==> src/rtl/pl_pkg.sv <==
`timescale 1ns / 1ps

package pl_pkg;

    localparam int CAPACITY   = 16;
    localparam int DATA_WIDTH = 32;
    localparam int IDX_W      = $clog2(CAPACITY);
    localparam int CNT_W      = 5;
    localparam int POS_W      = 5;
    localparam int ELEM_W     = 32;

    localparam logic [2:0] MD_INS_POS   = 3'd0;
    localparam logic [2:0] MD_INS_FRONT = 3'd1;
    localparam logic [2:0] MD_INS_BACK  = 3'd2;
    localparam logic [2:0] MD_DEL_POS   = 3'd3;
    localparam logic [2:0] MD_DEL_FRONT = 3'd4;
    localparam logic [2:0] MD_DEL_BACK  = 3'd5;
    localparam logic [2:0] MD_DUMP      = 3'd6;

    localparam logic [1:0] ST_OK     = 2'd0;
    localparam logic [1:0] ST_BADPOS = 2'd1;
    localparam logic [1:0] ST_FULL   = 2'd2;
    localparam logic [1:0] ST_EMPTY  = 2'd3;

    typedef struct packed {
        logic [2:0]        mode;
        logic [POS_W-1:0]  position;
        logic [ELEM_W-1:0] value;
    } t_in_item;

    typedef struct packed {
        logic [1:0]        status;
        logic [CNT_W-1:0]  count;
        logic [ELEM_W-1:0] element;
        logic              element_valid;
        logic              last;
    } t_out_item;

    typedef enum logic [2:0] {
        S_IDLE,
        S_INS_CHK,
        S_INS_WR,
        S_PUT,
        S_DEL_CHK,
        S_DEL_WR,
        S_DMP_RD,
        S_DMP_OUT
    } t_state;

endpackage

==> src/rtl/pl_ram.sv <==
`timescale 1ns / 1ps

module pl_ram #(
    parameter int DEPTH = 16,
    parameter int WIDTH = 32
) (
    input  logic                     i_clk,
    input  logic                     i_we,
    input  logic [$clog2(DEPTH)-1:0] i_waddr,
    input  logic [WIDTH-1:0]         i_wdata,
    input  logic                     i_re,
    input  logic [$clog2(DEPTH)-1:0] i_raddr,
    output logic [WIDTH-1:0]         o_rdata
);

    logic [WIDTH-1:0] r_mem [DEPTH];
    logic [WIDTH-1:0] r_rdata;

    always_ff @(posedge i_clk) begin
        if (i_we) begin
            r_mem[i_waddr] <= i_wdata;
        end
        if (i_re) begin
            r_rdata <= r_mem[i_raddr];
        end
    end

    assign o_rdata = r_rdata;

endmodule

==> src/rtl/positional_list_engine.sv <==
`timescale 1ns / 1ps

// Insert moves the slots from the end down to the target, then writes the new word;
// delete moves the later slots up by one; errors and no-ops give a single status result.
// One item at a time, taken only when idle with no result pending. Dump streams each element
// by a RAM read, then an output load, waiting on the sink; an empty dump is a status result.
// Reset (i_rst_n low, synchronous): count, sequencer and output valid cleared; slot RAM kept.
module positional_list_engine (
    input  logic              i_clk,
    input  logic              i_rst_n,
    input  logic              i_in_valid,
    output logic              o_in_ready,
    input  pl_pkg::t_in_item  i_in_data,
    output logic              o_out_valid,
    input  logic              i_out_ready,
    output pl_pkg::t_out_item o_out_data
);

    import pl_pkg::*;

    // ------------------------------------------------------------------
    // State
    //   r_state  : sequencer
    //   r_idx    : walking slot index of the shift / dump
    //   r_tgt    : slot where the new word lands on insert
    //   r_word   : word to insert
    //   r_status : status reported once the operation ends
    //   r_resp   : a single-beat result is pending in the sequencer
    // ------------------------------------------------------------------
    t_state               r_state, n_state;
    logic [IDX_W-1:0]     r_idx, n_idx;
    logic [IDX_W-1:0]     r_tgt, n_tgt;
    logic [DATA_WIDTH-1:0] r_word, n_word;
    logic [1:0]           r_status, n_status;
    logic [CNT_W-1:0]     r_count, n_count;
    logic                 r_resp, n_resp;

    // Output register: parts the result side from the input side.
    t_out_item            r_out, n_out;
    logic                 r_ov, n_ov;

    // RAM port controls
    logic                  w_we, w_re;
    logic [IDX_W-1:0]      w_waddr, w_raddr;
    logic [DATA_WIDTH-1:0] w_wdata, w_rdata;

    logic                  w_out_free;
    logic                  w_accept;
    logic [CNT_W:0]        w_pos6, w_cnt6;
    logic [CNT_W:0]        w_next6;

    pl_ram #(
        .DEPTH (CAPACITY),
        .WIDTH (DATA_WIDTH)
    ) u_ram (
        .i_clk   (i_clk),
        .i_we    (w_we),
        .i_waddr (w_waddr),
        .i_wdata (w_wdata),
        .i_re    (w_re),
        .i_raddr (w_raddr),
        .o_rdata (w_rdata)
    );

    assign w_out_free = !r_ov || i_out_ready;
    // New item only when the sequencer is free and no single-beat result waits.
    assign o_in_ready = (r_state == S_IDLE) && !r_resp;
    assign w_accept   = i_in_valid && o_in_ready;

    assign w_pos6  = {1'b0, i_in_data.position};
    assign w_cnt6  = {1'b0, r_count};
    // shared incrementer for the walking index (delete/dump end test)
    assign w_next6 = (CNT_W+1)'(r_idx) + (CNT_W+1)'(1);

    assign o_out_valid = r_ov;
    assign o_out_data  = r_out;

    always_comb begin
        n_state  = r_state;
        n_idx    = r_idx;
        n_tgt    = r_tgt;
        n_word   = r_word;
        n_status = r_status;
        n_count  = r_count;
        n_resp   = r_resp;
        n_out    = r_out;
        n_ov     = r_ov && !i_out_ready;

        w_we    = 1'b0;
        w_waddr = r_idx;
        w_wdata = w_rdata;
        w_re    = 1'b0;
        w_raddr = r_idx;

        // Pending single-beat result: status plus count, no element.
        if (r_resp && w_out_free) begin
            n_out.status        = r_status;
            n_out.count         = r_count;
            n_out.element       = '0;
            n_out.element_valid = 1'b0;
            n_out.last          = 1'b1;
            n_ov                = 1'b1;
            n_resp              = 1'b0;
        end

        unique case (r_state)
            S_IDLE: begin
                if (w_accept) begin
                    n_word   = DATA_WIDTH'(i_in_data.value);
                    n_status = ST_OK;
                    unique case (i_in_data.mode) inside
                        MD_INS_POS, MD_INS_FRONT, MD_INS_BACK: begin
                            if (i_in_data.mode == MD_INS_POS &&
                                (i_in_data.position == '0 || w_pos6 > w_cnt6 + 1'b1)) begin
                                n_status = ST_BADPOS;
                                n_resp   = 1'b1;
                            end else if (w_cnt6 >= (CNT_W+1)'(CAPACITY)) begin
                                n_status = ST_FULL;
                                n_resp   = 1'b1;
                            end else begin
                                if (i_in_data.mode == MD_INS_POS) begin
                                    n_tgt = IDX_W'(i_in_data.position - 1'b1);
                                end else if (i_in_data.mode == MD_INS_FRONT) begin
                                    n_tgt = '0;
                                end else begin
                                    n_tgt = r_count[IDX_W-1:0];
                                end
                                n_idx   = r_count[IDX_W-1:0];
                                n_state = S_INS_CHK;
                            end
                        end
                        MD_DEL_POS, MD_DEL_FRONT, MD_DEL_BACK: begin
                            if (r_count == '0) begin
                                n_status = ST_EMPTY;
                                n_resp   = 1'b1;
                            end else if (i_in_data.mode == MD_DEL_POS &&
                                         (i_in_data.position == '0 || w_pos6 > w_cnt6)) begin
                                n_status = ST_BADPOS;
                                n_resp   = 1'b1;
                            end else begin
                                if (i_in_data.mode == MD_DEL_POS) begin
                                    n_idx = IDX_W'(i_in_data.position - 1'b1);
                                end else if (i_in_data.mode == MD_DEL_FRONT) begin
                                    n_idx = '0;
                                end else begin
                                    n_idx = IDX_W'(r_count - 1'b1);
                                end
                                n_state = S_DEL_CHK;
                            end
                        end
                        MD_DUMP: begin
                            if (r_count == '0) begin
                                n_resp = 1'b1;
                            end else begin
                                n_idx   = '0;
                                n_state = S_DMP_RD;
                            end
                        end
                        default: begin
                            n_resp = 1'b1;
                        end
                    endcase
                end
            end

            // Open the gap: slot[i] <= slot[i-1] walking down to the target.
            S_INS_CHK: begin
                if (r_idx == r_tgt) begin
                    n_state = S_PUT;
                end else begin
                    w_re    = 1'b1;
                    w_raddr = r_idx - 1'b1;
                    n_state = S_INS_WR;
                end
            end

            S_INS_WR: begin
                w_we    = 1'b1;
                w_waddr = r_idx;
                w_wdata = w_rdata;
                n_idx   = r_idx - 1'b1;
                n_state = S_INS_CHK;
            end

            S_PUT: begin
                w_we    = 1'b1;
                w_waddr = r_tgt;
                w_wdata = r_word;
                n_count = r_count + 1'b1;
                n_resp  = 1'b1;
                n_state = S_IDLE;
            end

            // Close the gap: slot[i] <= slot[i+1] while i+1 < count.
            S_DEL_CHK: begin
                if (w_next6 >= w_cnt6) begin
                    n_count = r_count - 1'b1;
                    n_resp  = 1'b1;
                    n_state = S_IDLE;
                end else begin
                    w_re    = 1'b1;
                    w_raddr = r_idx + 1'b1;
                    n_state = S_DEL_WR;
                end
            end

            S_DEL_WR: begin
                w_we    = 1'b1;
                w_waddr = r_idx;
                w_wdata = w_rdata;
                n_idx   = r_idx + 1'b1;
                n_state = S_DEL_CHK;
            end

            S_DMP_RD: begin
                w_re    = 1'b1;
                w_raddr = r_idx;
                n_state = S_DMP_OUT;
            end

            // Read data holds until the next read, so waiting on the sink is safe.
            S_DMP_OUT: begin
                if (w_out_free) begin
                    n_out.status        = ST_OK;
                    n_out.count         = r_count;
                    n_out.element       = ELEM_W'(w_rdata);
                    n_out.element_valid = 1'b1;
                    n_out.last          = (w_next6 == w_cnt6);
                    n_ov                = 1'b1;
                    if (w_next6 == w_cnt6) begin
                        n_state = S_IDLE;
                    end else begin
                        n_idx   = r_idx + 1'b1;
                        n_state = S_DMP_RD;
                    end
                end
            end

            default: begin
                n_state = S_IDLE;
            end
        endcase
    end

    always_ff @(posedge i_clk) begin
        if (!i_rst_n) begin
            r_state <= S_IDLE;
            r_count <= '0;
            r_resp  <= 1'b0;
            r_ov    <= 1'b0;
        end else begin
            r_state <= n_state;
            r_count <= n_count;
            r_resp  <= n_resp;
            r_ov    <= n_ov;
        end
    end

    always_ff @(posedge i_clk) begin
        r_idx    <= n_idx;
        r_tgt    <= n_tgt;
        r_word   <= n_word;
        r_status <= n_status;
        r_out    <= n_out;
    end

`ifndef SYNTHESIS
    a_count_bound : assert property (@(posedge i_clk) disable iff (!i_rst_n)
        w_cnt6 <= (CNT_W+1)'(CAPACITY))
        else $error("element count above capacity");

    a_count_step : assert property (@(posedge i_clk) disable iff (!i_rst_n)
        r_count != $past(r_count) |->
            (r_count == $past(r_count) + 1'b1 || r_count == $past(r_count) - 1'b1))
        else $error("count moved by more than one");

    a_idle_no_write : assert property (@(posedge i_clk) disable iff (!i_rst_n)
        r_state == S_IDLE |-> !w_we)
        else $error("slot write while idle");

    a_dump_ok : assert property (@(posedge i_clk) disable iff (!i_rst_n)
        r_ov && r_out.element_valid |-> r_out.status == ST_OK && r_out.count != '0)
        else $error("dump element with bad status or empty count");
`endif

endmodule
==> config.mk <==
export PLATFORM = sky130hd
export DESIGN_NAME = positional_list_engine
export DESIGN_NICKNAME = d
export VERILOG_FILES = /design/src/rtl/pl_pkg.sv /design/src/rtl/pl_ram.sv /design/src/rtl/positional_list_engine.sv
export SDC_FILE = /design/constraint.sdc
export NUM_CORES = 1
export LEC_CHECK = 0
export ABC_AREA = 1
export BUFFER_PORTS_ARGS = -buffer_cell sky130_fd_sc_hd__buf_2
export CAP_MARGIN = 20
export CORE_MARGIN = 10
export CORE_UTILIZATION = 29
export DETAILED_ROUTE_END_ITERATION = 12
export GPL_TIMING_DRIVEN = 0
export SYNTH_ARGS = -nofsm -noshare
export SYNTH_HDL_FRONTEND = slang
export SYNTH_SLANG_ARGS = --single-unit
==> constraint.sdc <==
create_clock -name i_clk -period 3.25 [get_ports i_clk]
set_clock_uncertainty 0.1 [all_clocks]
set_input_delay 0.4875 -clock i_clk [delete_from_list [all_inputs] [get_ports i_clk]]
set_output_delay 0.4875 -clock i_clk [all_outputs]
set_load 0.02 [all_outputs]
==> impl_metrics.csv <==
group,metric,value,unit
run_status,status,"finished, violations left",
run_status,violations,"negative setup slack",
critical_path,cp.arrival,3580,ps
floorplan,core,95200,sq um
floorplan,initial_core_util,0.292,
synth,synthXorXnorAreaFrac,0.00409,
drt,num_vias,20900,
clocking,cts_buffers,66,
synth,ys_ff_latch,637,
clocking,clock_latency,620,ps
drt,drt_iter0_markers,2142,
global_routing,antenna_found_initial,1,
synth,async_flop_share,0,
synth,yosysSeqAreaShare,0.669,
floorplan,io_pins,87,
final_layout,nets,3050,
synth,syn_area,27800,sq um
synth,synthAdderAreaFrac,0.0103,
synth,syn-num-nets,2751,
critical_path,critPathLaunchType,"flip-flop",
timing,tns,-503,ps
min_path,hold_path.class,"in -> reg",
synth,synth_compound_area_frac,0.0244,
place,gp_congestion,0.867,
global_routing,grt_start_max_net_pins,26,
final_layout,syn2layout_area_growth,26.4,%
critical_path,required,3500,ps
drt,drt_wl_total,87800,um
synth,synth_edf_count,586,
floorplan,die-height,330,um
drt,drc,0,
synth,avgSynthCellArea,10.4,sq um
pwr,power_density,1050,nW/um^2
final_layout,final_cell_mix,"nand2_1, edfxtp_1, nand3_1",
critical_path,endpoint_kind,"flip-flop",
global_routing,track_usage,0.156,
synth,synth_cell_types,33,
drt,via_per_inst,4.85,
synth,ys_warn_count,0,
timing,whs,63.7,ps
place,place_hpwl,58800,um
floorplan,die_x,330,um
clocking,cts.htree.levels,3,
timing,setup_viol,24,
critical_path,crit_fanout,10,
timing,slew_headroom,0.390,
timing,tightest_slew,914,ps
place,dpl_cell_area,30600,sq um
clocking,cts.sinks,637,
drt,final_antenna_net_count,0,
global_routing,grt_pass1_wl,127000,um
global_routing,grt_pass1_vias,19900,
clocking,root_buffer,"clkbuf_16",
timing,post-route-period-util,1.03,
global_routing,grt_overflow,0,
clocking,cts.path.max_buffers,3,
synth,synthMuxAreaShare,0,
place,port_buffers,86,
clocking,cts_tree,"done",
floorplan,dieArea,109000,sq um
drt,drt_first_pass_iters,6,
pwr,ir_drop,0.000769,V
synth,synth_top_family_by_area,"simple AND/OR/NAND/NOR gates",
drt,wl_per_cell,20.4,um
synth,synth-simple-area-share,0.218,
floorplan,rows,113,
synth,synthCells,2684,
final_layout,drive_gt1_frac,0.193,
timing,period_needed,3340,ps
run,maxCapViolCount,0,
pwr,leakagePower,14.3,nW
timing,slew_viol_final,0,
timing,rsz0062_at_grt,"true",
timing,fin_ws,-85.4,ps
final_layout,design_area,35200,sq um
final_layout,final_util,0.370,
timing,fmax,0.300,GHz
final_layout,layout_commonest_cell,"nand2_1",
clocking,clk_pin_slew,60,ps
timing,finalHoldViolCount,0,
synth,ys.flop_type,"edfxtp_1",
place,preCtsSetupSlack,-1180,ps
critical_path,path_class,"reg -> reg",
## state kept, by name (all words and copies together), names as in the netlist
register and cells:
r_word 32, r_state 3, r_status 2, r_count 5, r_idx 4, r_tgt 4
o_out_data 41, u_ram.r_mem 512, u_ram.o_rdata 32, r_resp 1, o_out_valid 1
## logic make-up (layout without fill, tap and decap cells)
family | Yosys count | count (layout)
other cells | 0 | 3
fa+ha+maj | 23 | 23
xor+xnor | 13 | 13
flops | 637 | 637
compound gates | 126 | 126
simple gates | 1378 | 1378
buf+inv | 507 | 857
## per-layer routing
metal | up-vias | share of wire | global-route usage | wire, um
met5 | - | 0.00015 | 0 | 13
li1 | 9686 | - | - | -
met1 | 10000 | 0.42 | 0.210 | 36700
met3 | 195 | 0.097 | 0.0371 | 8500
met2 | 980 | 0.45 | 0.242 | 39200
met4 | 2 | 0.038 | 0.0570 | 3350
## power breakdown
| part | switching [mW] | internal [mW] |
|---|---|---|
| Combinational | 12.2 | 6.90 |
| Sequential | 0.261 | 10.4 |
| Clock | 3.22 | 4.05 |
## final timing paths
check                 from  slack [ps]  cells after the start                end
min                i_rst_n          60                      3         r_state[1]
max reg2reg       r_idx[1]         -90                     18  u_ram.o_rdata[31]
max               r_idx[1]         -90                     18  u_ram.o_rdata[31]
min reg2reg  o_out_data[1]         340                      2      o_out_data[1]
## Yosys cell counts, types with 8 or more instances
library cell | number | area [sq um]
a21oi_1 | 17 | 85.1
buf_1 | 13 | 48.8
buf_2 | 92 | 460
buf_4 | 13 | 97.6
clkbuf_1 | 34 | 128
dfxtp_1 | 51 | 1020
edfxtp_1 | 586 | 17600
ha_1 | 23 | 288
inv_1 | 345 | 1290
inv_2 | 8 | 30.0
nand2_1 | 674 | 2530
nand3_1 | 640 | 3200
nor2_1 | 49 | 184
o21ai_0 | 85 | 425
o22ai_1 | 11 | 68.8
xor2_1 | 9 | 78.8
## through the flow
stage,std cells,total power [mW]
global placement,4035,25.1
finish,4302,37.0
global route,4299,38.8
CTS,4286,35.3
floorplan,2684,19.7
detailed placement,4084,25.5
## layout make-up
cell class              instances  area (sq um)
repair buffers                232          2170
plain buffers                 152          1550
diodes                          3          7.51
multi-input cells            1540          7890
well taps                    1265          1580
flip-flops and latches        637         18600
clock inverters                28           215
clock buffers                  91          1800
inverters                     354          1340
fillers                      9148         60000
## repair_timing
action / 4_1_cts / 5_1_grt
gates cloned: 3 / 5
pin swaps: 24 / 33
resized for setup: 261 / 160
setup endpoints to repair: 566 / 474
hold endpoints to repair: 32 / 0
buffers inserted: 49 / 12
hold buffers: 32 / 0
## critical path, cell delays in order (launching register included)
cell,delay (ps)
edfxtp_1,510
ha_4,230
xor2_2,150
ha_1,310
nand2_2,70
nor2_4,120
nand2_2,80
nand2_2,60
inv_2,50
nand3_4,110
nand3_4,240
nand2_8,230
buf_12,180
buf_12,140
nand2_1,60
nand3_1,90
nand3_2,120
nand3_1,110
nand2_2,90
(Power assumes the default switching activity.)
